$ cat src/design/bba_pkg.sv
`default_nettype none
// ----------------------------------------------------------------------------
// bba_pkg
// Shared sizes, status codes and types of the bitmap block allocator.
// ----------------------------------------------------------------------------
package bba_pkg;

    localparam int NUM_BLOCKS      = 24;
    localparam int BLOCK_BYTES     = 64;
    localparam int MAX_FILE_BLOCKS = 4;

    // Result slots reported per allocation.
    localparam int SLOTS    = 4;
    localparam int IDX_W    = $clog2(NUM_BLOCKS);
    localparam int NEED_W   = $clog2(MAX_FILE_BLOCKS + 1);
    localparam int SIZE_W   = 16;
    localparam int STATUS_W = 2;
    localparam int COUNT_W  = 3;
    localparam int SLOT_W   = 5;

    localparam logic [STATUS_W-1:0] ST_OK        = 2'd0;
    localparam logic [STATUS_W-1:0] ST_TOO_LARGE = 2'd1;
    localparam logic [STATUS_W-1:0] ST_NO_SPACE  = 2'd2;

    typedef struct packed {
        logic             found;
        logic [IDX_W-1:0] index;
    } t_find_res;

endpackage
`default_nettype wire

$ cat src/design/bitmap_block_allocator_unit.sv
`default_nettype none
// ----------------------------------------------------------------------------
// bitmap_block_allocator_unit
// First-fit allocator of fixed-size blocks over a used-block bitmap.
// ----------------------------------------------------------------------------
// A request word carries a file size in bytes on i_file_size, moved by
// i_in_valid / o_in_ready. The size is rounded up to whole blocks. One
// result word per request leaves on o_out_valid / i_out_ready with a
// status, the granted block count and up to four block indices (zero in
// unused slots and on any failure).
// The sequencer takes the word, sizes it, visits the shared free-block
// search once per granted block and then loads the result register; a
// zero size or a request that is too large goes from sizing straight to
// the load step, as does a search that finds no free block. One request
// is in work at a time; o_in_ready is high only while the sequencer is
// idle.
// A failed request leaves the bitmap unchanged.
// Reset clears the bitmap (every block free) and drops o_out_valid.
// If the receiver stalls, the result word holds; the next request is
// still taken and worked, and waits in the load step for the register.
// ----------------------------------------------------------------------------
module bitmap_block_allocator_unit (
    input  wire logic                         i_clk,
    input  wire logic                         i_rst_n,
    input  wire logic                         i_in_valid,
    output logic                              o_in_ready,
    input  wire logic [bba_pkg::SIZE_W-1:0]   i_file_size,
    output logic                              o_out_valid,
    input  wire logic                         i_out_ready,
    output logic [bba_pkg::STATUS_W-1:0]      o_status,
    output logic [bba_pkg::COUNT_W-1:0]       o_block_count,
    output logic [bba_pkg::SLOT_W-1:0]        o_first_block,
    output logic [bba_pkg::SLOT_W-1:0]        o_second_block,
    output logic [bba_pkg::SLOT_W-1:0]        o_third_block,
    output logic [bba_pkg::SLOT_W-1:0]        o_fourth_block
);

    typedef enum logic [1:0] {S_IDLE, S_CALC, S_FIND, S_EMIT} t_state;

    t_state                             r_state;
    logic [bba_pkg::NUM_BLOCKS-1:0]     r_used_map;
    logic [bba_pkg::NUM_BLOCKS-1:0]     r_work;
    logic [bba_pkg::SIZE_W-1:0]         r_size;
    logic [bba_pkg::NEED_W-1:0]         r_need;
    logic [bba_pkg::NEED_W-1:0]         r_count;
    logic [bba_pkg::STATUS_W-1:0]       r_status;
    logic [bba_pkg::SLOT_W-1:0]         r_pick [bba_pkg::SLOTS];
    logic                               r_out_valid;
    logic [bba_pkg::SLOT_W-1:0]         r_out_slot [bba_pkg::SLOTS];
    logic [bba_pkg::STATUS_W-1:0]       r_out_status;
    logic [bba_pkg::COUNT_W-1:0]        r_out_count;

    logic [bba_pkg::NEED_W-1:0]         need_calc;
    logic                               too_large;
    logic [31:0]                        pick_ext;
    bba_pkg::t_find_res                 find_res;

    bba_find_free u_find (
        .i_mask (r_work),
        .o_res  (find_res)
    );

    // Rounding up by threshold compares against constant multiples of the
    // block size; valid whenever the request is not too large.
    always_comb begin
        too_large = 32'(r_size) > bba_pkg::MAX_FILE_BLOCKS * bba_pkg::BLOCK_BYTES;
        need_calc = '0;
        for (int k = 0; k < bba_pkg::MAX_FILE_BLOCKS; k++) begin
            if (32'(r_size) > k * bba_pkg::BLOCK_BYTES) begin
                need_calc = need_calc + 1'b1;
            end
        end
    end

    assign pick_ext = 32'(find_res.index);

    always_ff @(posedge i_clk) begin
        if (!i_rst_n) begin
            r_state     <= S_IDLE;
            r_used_map  <= '0;
            r_out_valid <= 1'b0;
        end else begin
            // The load step owns the valid flag while it is active.
            if (r_out_valid && i_out_ready && r_state != S_EMIT) begin
                r_out_valid <= 1'b0;
            end
            unique case (r_state)
                S_IDLE: begin
                    if (i_in_valid) begin
                        r_size  <= i_file_size;
                        r_state <= S_CALC;
                    end
                end
                S_CALC: begin
                    r_work  <= r_used_map;
                    r_count <= '0;
                    r_need  <= need_calc;
                    if (too_large) begin
                        r_status <= bba_pkg::ST_TOO_LARGE;
                        r_state  <= S_EMIT;
                    end else if (need_calc == '0) begin
                        r_status <= bba_pkg::ST_OK;
                        r_state  <= S_EMIT;
                    end else begin
                        r_state <= S_FIND;
                    end
                end
                S_FIND: begin
                    if (!find_res.found) begin
                        r_status <= bba_pkg::ST_NO_SPACE;
                        r_state  <= S_EMIT;
                    end else begin
                        r_work[find_res.index] <= 1'b1;
                        for (int s = 0; s < bba_pkg::SLOTS; s++) begin
                            if (int'(r_count) == s) begin
                                r_pick[s] <= pick_ext[bba_pkg::SLOT_W-1:0];
                            end
                        end
                        r_count <= r_count + 1'b1;
                        if (r_count + 1'b1 == r_need) begin
                            r_status <= bba_pkg::ST_OK;
                            r_state  <= S_EMIT;
                        end
                    end
                end
                S_EMIT: begin
                    if (!r_out_valid || i_out_ready) begin
                        r_out_valid  <= 1'b1;
                        r_out_status <= r_status;
                        if (r_status == bba_pkg::ST_OK) begin
                            // Success commits the working map with the new grants.
                            r_used_map  <= r_work;
                            r_out_count <= bba_pkg::COUNT_W'(r_need);
                        end else begin
                            r_out_count <= '0;
                        end
                        for (int s = 0; s < bba_pkg::SLOTS; s++) begin
                            if (r_status == bba_pkg::ST_OK && s < int'(r_need)) begin
                                r_out_slot[s] <= r_pick[s];
                            end else begin
                                r_out_slot[s] <= '0;
                            end
                        end
                        r_state <= S_IDLE;
                    end
                end
                default: r_state <= S_IDLE;
            endcase
        end
    end

    assign o_in_ready     = (r_state == S_IDLE);
    assign o_out_valid    = r_out_valid;
    assign o_status       = r_out_status;
    assign o_block_count  = r_out_count;
    assign o_first_block  = r_out_slot[0];
    assign o_second_block = r_out_slot[1];
    assign o_third_block  = r_out_slot[2];
    assign o_fourth_block = r_out_slot[3];

    // The bitmap changes only as a successful result word is loaded.
    a_map_on_success: assert property (@(posedge i_clk) disable iff (!i_rst_n)
        !$stable(r_used_map) |-> (r_out_valid && o_status == bba_pkg::ST_OK))
        else $error("block map changed without a successful grant");

    // A failed request reports no blocks.
    a_fail_empty: assert property (@(posedge i_clk) disable iff (!i_rst_n)
        (r_out_valid && o_status != bba_pkg::ST_OK) |->
        (o_block_count == '0 && o_first_block == '0 && o_fourth_block == '0))
        else $error("failed request reports blocks");

    // The search never runs past the number of blocks needed.
    a_find_bound: assert property (@(posedge i_clk) disable iff (!i_rst_n)
        (r_state == S_FIND) |-> (r_count < r_need))
        else $error("search ran past the needed block count");

endmodule
`default_nettype wire

$ cat src/design/bba_find_free.sv
`default_nettype none
// ----------------------------------------------------------------------------
// bba_find_free
// Shared search unit: returns the lowest-numbered clear bit of a block map.
// ----------------------------------------------------------------------------
module bba_find_free (
    input  wire logic [bba_pkg::NUM_BLOCKS-1:0] i_mask,
    output bba_pkg::t_find_res                  o_res
);

    always_comb begin
        o_res.found = 1'b0;
        o_res.index = '0;
        // Scanning downward lets the lowest free block win.
        for (int b = bba_pkg::NUM_BLOCKS - 1; b >= 0; b--) begin
            if (!i_mask[b]) begin
                o_res.found = 1'b1;
                o_res.index = bba_pkg::IDX_W'(b);
            end
        end
    end

endmodule
`default_nettype wire
$ cat config.mk
export PLATFORM = sky130hd
export DESIGN_NAME = bitmap_block_allocator_unit
export DESIGN_NICKNAME = d
export VERILOG_FILES = /design/src/design/bba_pkg.sv /design/src/design/bitmap_block_allocator_unit.sv /design/src/design/bba_find_free.sv
export SDC_FILE = /design/constraint.sdc
export NUM_CORES = 1
export LEC_CHECK = 0
export BUFFER_PORTS_ARGS = -buffer_cell sky130_fd_sc_hd__buf_2
export CORE_ASPECT_RATIO = 1.2
export CORE_MARGIN = 5
export CORE_UTILIZATION = 45
export CTS_CLUSTER_SIZE = 8
export DETAILED_ROUTE_END_ITERATION = 8
export GPL_TIMING_DRIVEN = 1
export SLEW_MARGIN = 20
export SYNTH_ARGS = -nofsm -noshare
export SYNTH_HDL_FRONTEND = slang
export SYNTH_SLANG_ARGS = --single-unit
$ cat constraint.sdc
create_clock -name i_clk -period 5.2 [get_ports i_clk]
set_input_delay 1.04 -clock i_clk [delete_from_list [all_inputs] [get_ports i_clk]]
set_output_delay 1.04 -clock i_clk [all_outputs]
set_load 0.005 [all_outputs]
==> impl_summary.txt <==
----------------------------------------------------
[Status]
  Result of the run ... completed

[Global route]
  Maximum number of pins on one net before global-route repair ... 28
  Via count of the first global-routing pass ... around 3,500
  Total global-route track usage ... 16.4%
  First-pass GRT wire length ... roughly 18 mm
  Antenna violations before repair ... 0
  Residual overflow from global routing ... 0

[STA]
  Fin Setup TNS ... 0 ns
  Pins Over Slew Limit ... 0
  Final setup slack of the worst path ... approximately 2.0 ns
  Setup Viol. Count Final ... 0
  Worst-case headroom to the max-slew limit ... a little over a quarter
  Post-Route Hold Slack ... 0.449 ns
  Worst setup skew after layout ... ~0.0082 ns
  Maximum operating frequency ... approximately 310 MHz
  Portion of the clock cycle consumed by the worst path in the final layout ... 61.2%
  Count of endpoints failing hold in the final timing report ... 0
  Setup repair after global routing missed its margin ... false
  Clock period minus final worst setup slack ... about 3.2 ns
  Slew @ Worst Pin ... around 1.1 ns

[Die]
  Die footprint ... ~14,000 um2
  Number of core rows ... 43
  Top-Level Pins ... 47
  Die width ... ~110 um
  Floorplan die height ... 129 um
  Effective utilization at floorplan ... 46.0%
  Placeable Area ... between 10,000 and 15,000 um2

[Route]
  Number of remaining DRC errors ... 0
  Overall via count from detail_route ... ~3,600
  Post-detailed-route via-to-cell ratio ... approximately 5.2
  Routed Antenna Nets ... 0
  Final wirelength ... approximately 11 mm
  DRT Pass-1 Iters ... 4
  Wirelength per Cell ... 15.9 um
  DRC marker count from the first detailed-route iteration ... between 150 and 200

[CTS]
  Clock transition at the registers of the reported paths ... around 0.060 ns
  Number of buffers inserted during clock tree synthesis ... 17
  Hold buffer count at cts ... 0
  Clk Tree Root Cell ... sky130_fd_sc_hd__clkbuf_16
  Clock Latency Late Sink ... roughly 0.41 ns
  CTS tree ... yes
  Total clock sinks ... 120
  Maximum clock path buffer count ... 2
  Number of buffers inserted by post-CTS setup repair ... 0
  # resized after CTS ... 0
  Level count of the clock H-tree ... 4

[Placement]
  Number of I/O port buffers ... between 40 and 50
  Instance count after placement with tap cells included ... approximately 650
  Global placement routability congestion ... a little under 0.8
  Place WS ... ~2 ns
  HPWL reported at the end of detailed placement ... roughly 7.3 mm

[Worst setup path]
  Largest fanout on the critical path ... 6
  Classification of the worst setup path ... reg2reg
  Required arrival time at the worst endpoint ... between 5 and 6 ns
  Data arrival time of the critical path ... about 3.3 ns
  Critical Path End Type ... register
  Startpoint type of the worst setup path ... register

[Pwr]
  Switch Pwr ... 0.871 mW
  Sequential share of power ... approximately 44%
  Clock network fraction of total power ... 38.9%
  Internal ... between 2 and 2.5 mW
  Leakage Power ... roughly 2.3 nW
  Peak supply drop ... approximately 0.00023 V
  Net Sw Frac ... between 20% and 30%
  Gate power share ... ~17%
  Power density over cell area ... approximately 470 nW/um2

[Synthesis]
  Count of flip-flops with a built-in enable after synthesis ... between 80 and 90
  Distinct cell type count of the synthesized netlist ... 58
  Share of synthesized area spent on multiplexers ... between 4 and 5%
  Portion of the post-synthesis area used by sequential elements ... between 60% and 70%
  Largest family of logic cells by synthesized area ... simple AND/OR/NAND/NOR gates
  Flip-flop and latch count after synthesis ... 120
  Area fraction in and, or, nand and nor cells after synthesis ... roughly 16%
  Synthesized instance count ... ~460
  Post-Synthesis Cell Area ... between 5000 and 6000 um2
  Share of async-settable or async-resettable flops after synthesis ... 0%
  Xor/xnor share of the synthesized area ... less than 1%
  Mean cell area of the mapped netlist ... 11.7 um2
  Post-synthesis compound-gate area fraction ... a little under an eighth
  Post-Synthesis Net Count ... 488
  Number of warnings printed during yosys synthesis ... 0
  Main synth FF type ... sky130_fd_sc_hd__edfxtp_1
  Adder-cell area share of the yosys netlist ... between 2 and 3%

[Final layout]
  Top library cells by usage in the layout, fill and taps aside ... sky130_fd_sc_hd__edfxtp_1 (88), sky130_fd_sc_hd__nand2_1 (69), sky130_fd_sc_hd__buf_2 (46)
  Antenna diodes ... 0
  End-of-flow core utilization ... 54.5%
  Final Net Count ... 542
  Area overhead of the layout relative to synthesis ... 18.5%
  Proportion of layout cells with a drive suffix above 1 ... between 20% and 30%
  Most frequent standard cell in the layout excluding fill and tap cells ... sky130_fd_sc_hd__edfxtp_1
  Post-route insts no fill ... 680

[Min path]
  Hold crit path type ... reg2reg

[Job]
  Max-cap violation count ... 0

----------------------------------------------------
==> metal layers <==
layer  vias up  wire (um)  GRT usage (%)
met5         -          0              0
met4         0        200           6.16
met3        16        422           4.68
met2        75       5610           28.0
met1      1704       4570           19.7
li1       1762          -              -
==> through the flow <==
step	cell area, um2	power, mW
6_report	6330	2.98
5_1_grt	6330	3.13
4_1_cts	6330	3.01
3_5_place_dp	5740	1.84
3_3_place_gp	5740	1.83
2_1_floorplan	5340	1.67
==> power groups by stage <==
| stage | logic, mW | registers (mW) | clock network [mW] |
|---|---|---|---|
| after detailed placement | 0.522 | 1.32 | 0 |
| after floorplan | 0.383 | 1.29 | 0 |
| after global placement | 0.513 | 1.32 | 0 |
| final | 0.519 | 1.30 | 1.16 |
| after global routing | 0.576 | 1.32 | 1.24 |
| after CTS | 0.527 | 1.30 | 1.18 |
==> final timing paths <==
kind                 start             to  slack [ns]  cells past startpoint
max reg2reg      r_size[0]    r_status[1]        2.02                     10
min          r_used_map[0]  r_used_map[0]        0.45                      2
max              r_size[0]    r_status[1]        2.02                     10
min reg2reg  r_used_map[0]  r_used_map[0]        0.45                      2
==> area by class of cell <==
type                       instances  area, um2
fill                            1055       5290
multi-input combinational        298       1920
tap                              157        196
clock inverter                    15        165
timing repair buffer              48        245
clock buffer                      17        425
inverter                          25       93.8
sequential                       120       3280
==> state kept, by name, summed over array words and instances, names as in the netlist <==
signal and cells:
o_block_count 3, o_out_valid 1, o_status 2, r_count 3, r_need 3, r_out_slot 20, r_pick 20, r_size 16
r_state 2, r_status 2, r_used_map 24, r_work 24
==> synth_stat cells (3+ instances only) <==
master	number	share of area, %
sky130_fd_sc_hd__nor3_1	5	0.47
sky130_fd_sc_hd__nand3_1	8	0.75
sky130_fd_sc_hd__mux2i_1	23	4.3
sky130_fd_sc_hd__nor4_1	3	0.35
sky130_fd_sc_hd__a22o_1	5	0.82
sky130_fd_sc_hd__o21ai_2	5	0.82
sky130_fd_sc_hd__inv_1	24	1.7
sky130_fd_sc_hd__a21oi_1	35	3.3
sky130_fd_sc_hd__edfxtp_1	88	49
sky130_fd_sc_hd__nor2_1	17	1.2
sky130_fd_sc_hd__nand2_2	3	0.35
sky130_fd_sc_hd__nand2_1	69	4.8
sky130_fd_sc_hd__ha_1	12	2.8
sky130_fd_sc_hd__or2_2	3	0.35
sky130_fd_sc_hd__o21ai_1	11	1.0
sky130_fd_sc_hd__o21ai_0	13	1.2
sky130_fd_sc_hd__buf_2	3	0.28
sky130_fd_sc_hd__nor2b_1	12	1.4
sky130_fd_sc_hd__xor2_1	4	0.66
sky130_fd_sc_hd__dfxtp_1	32	12
sky130_fd_sc_hd__a31o_2	3	0.49
sky130_fd_sc_hd__nand4_1	9	1.1
sky130_fd_sc_hd__and2_1	19	2.2
sky130_fd_sc_hd__clkbuf_1	9	0.63
==> logic make-up after synthesis <==
logic type                 after synthesis
muxes                                   25
xor gates and xnor gates                 5
adders and majority gates               12
DFF                                    120
buffers and inverters                   38
and+or+nand+nor                        164
AOI/OAI and AO/OA                       92
==> critical path: stages, from the launching register on <==
cell,delay (ns)
sky130_fd_sc_hd__edfxtp_1,0.38
sky130_fd_sc_hd__nor4_2,0.41
sky130_fd_sc_hd__nand4_1,0.16
sky130_fd_sc_hd__or2_2,0.31
sky130_fd_sc_hd__ha_1,0.38
sky130_fd_sc_hd__xor2_1,0.26
sky130_fd_sc_hd__ha_1,0.29
sky130_fd_sc_hd__nor3_1,0.20
sky130_fd_sc_hd__mux2_4,0.19
sky130_fd_sc_hd__a21boi_2,0.06
sky130_fd_sc_hd__a21oi_1,0.24
Note: power is estimated with default switching activity, not from simulation.
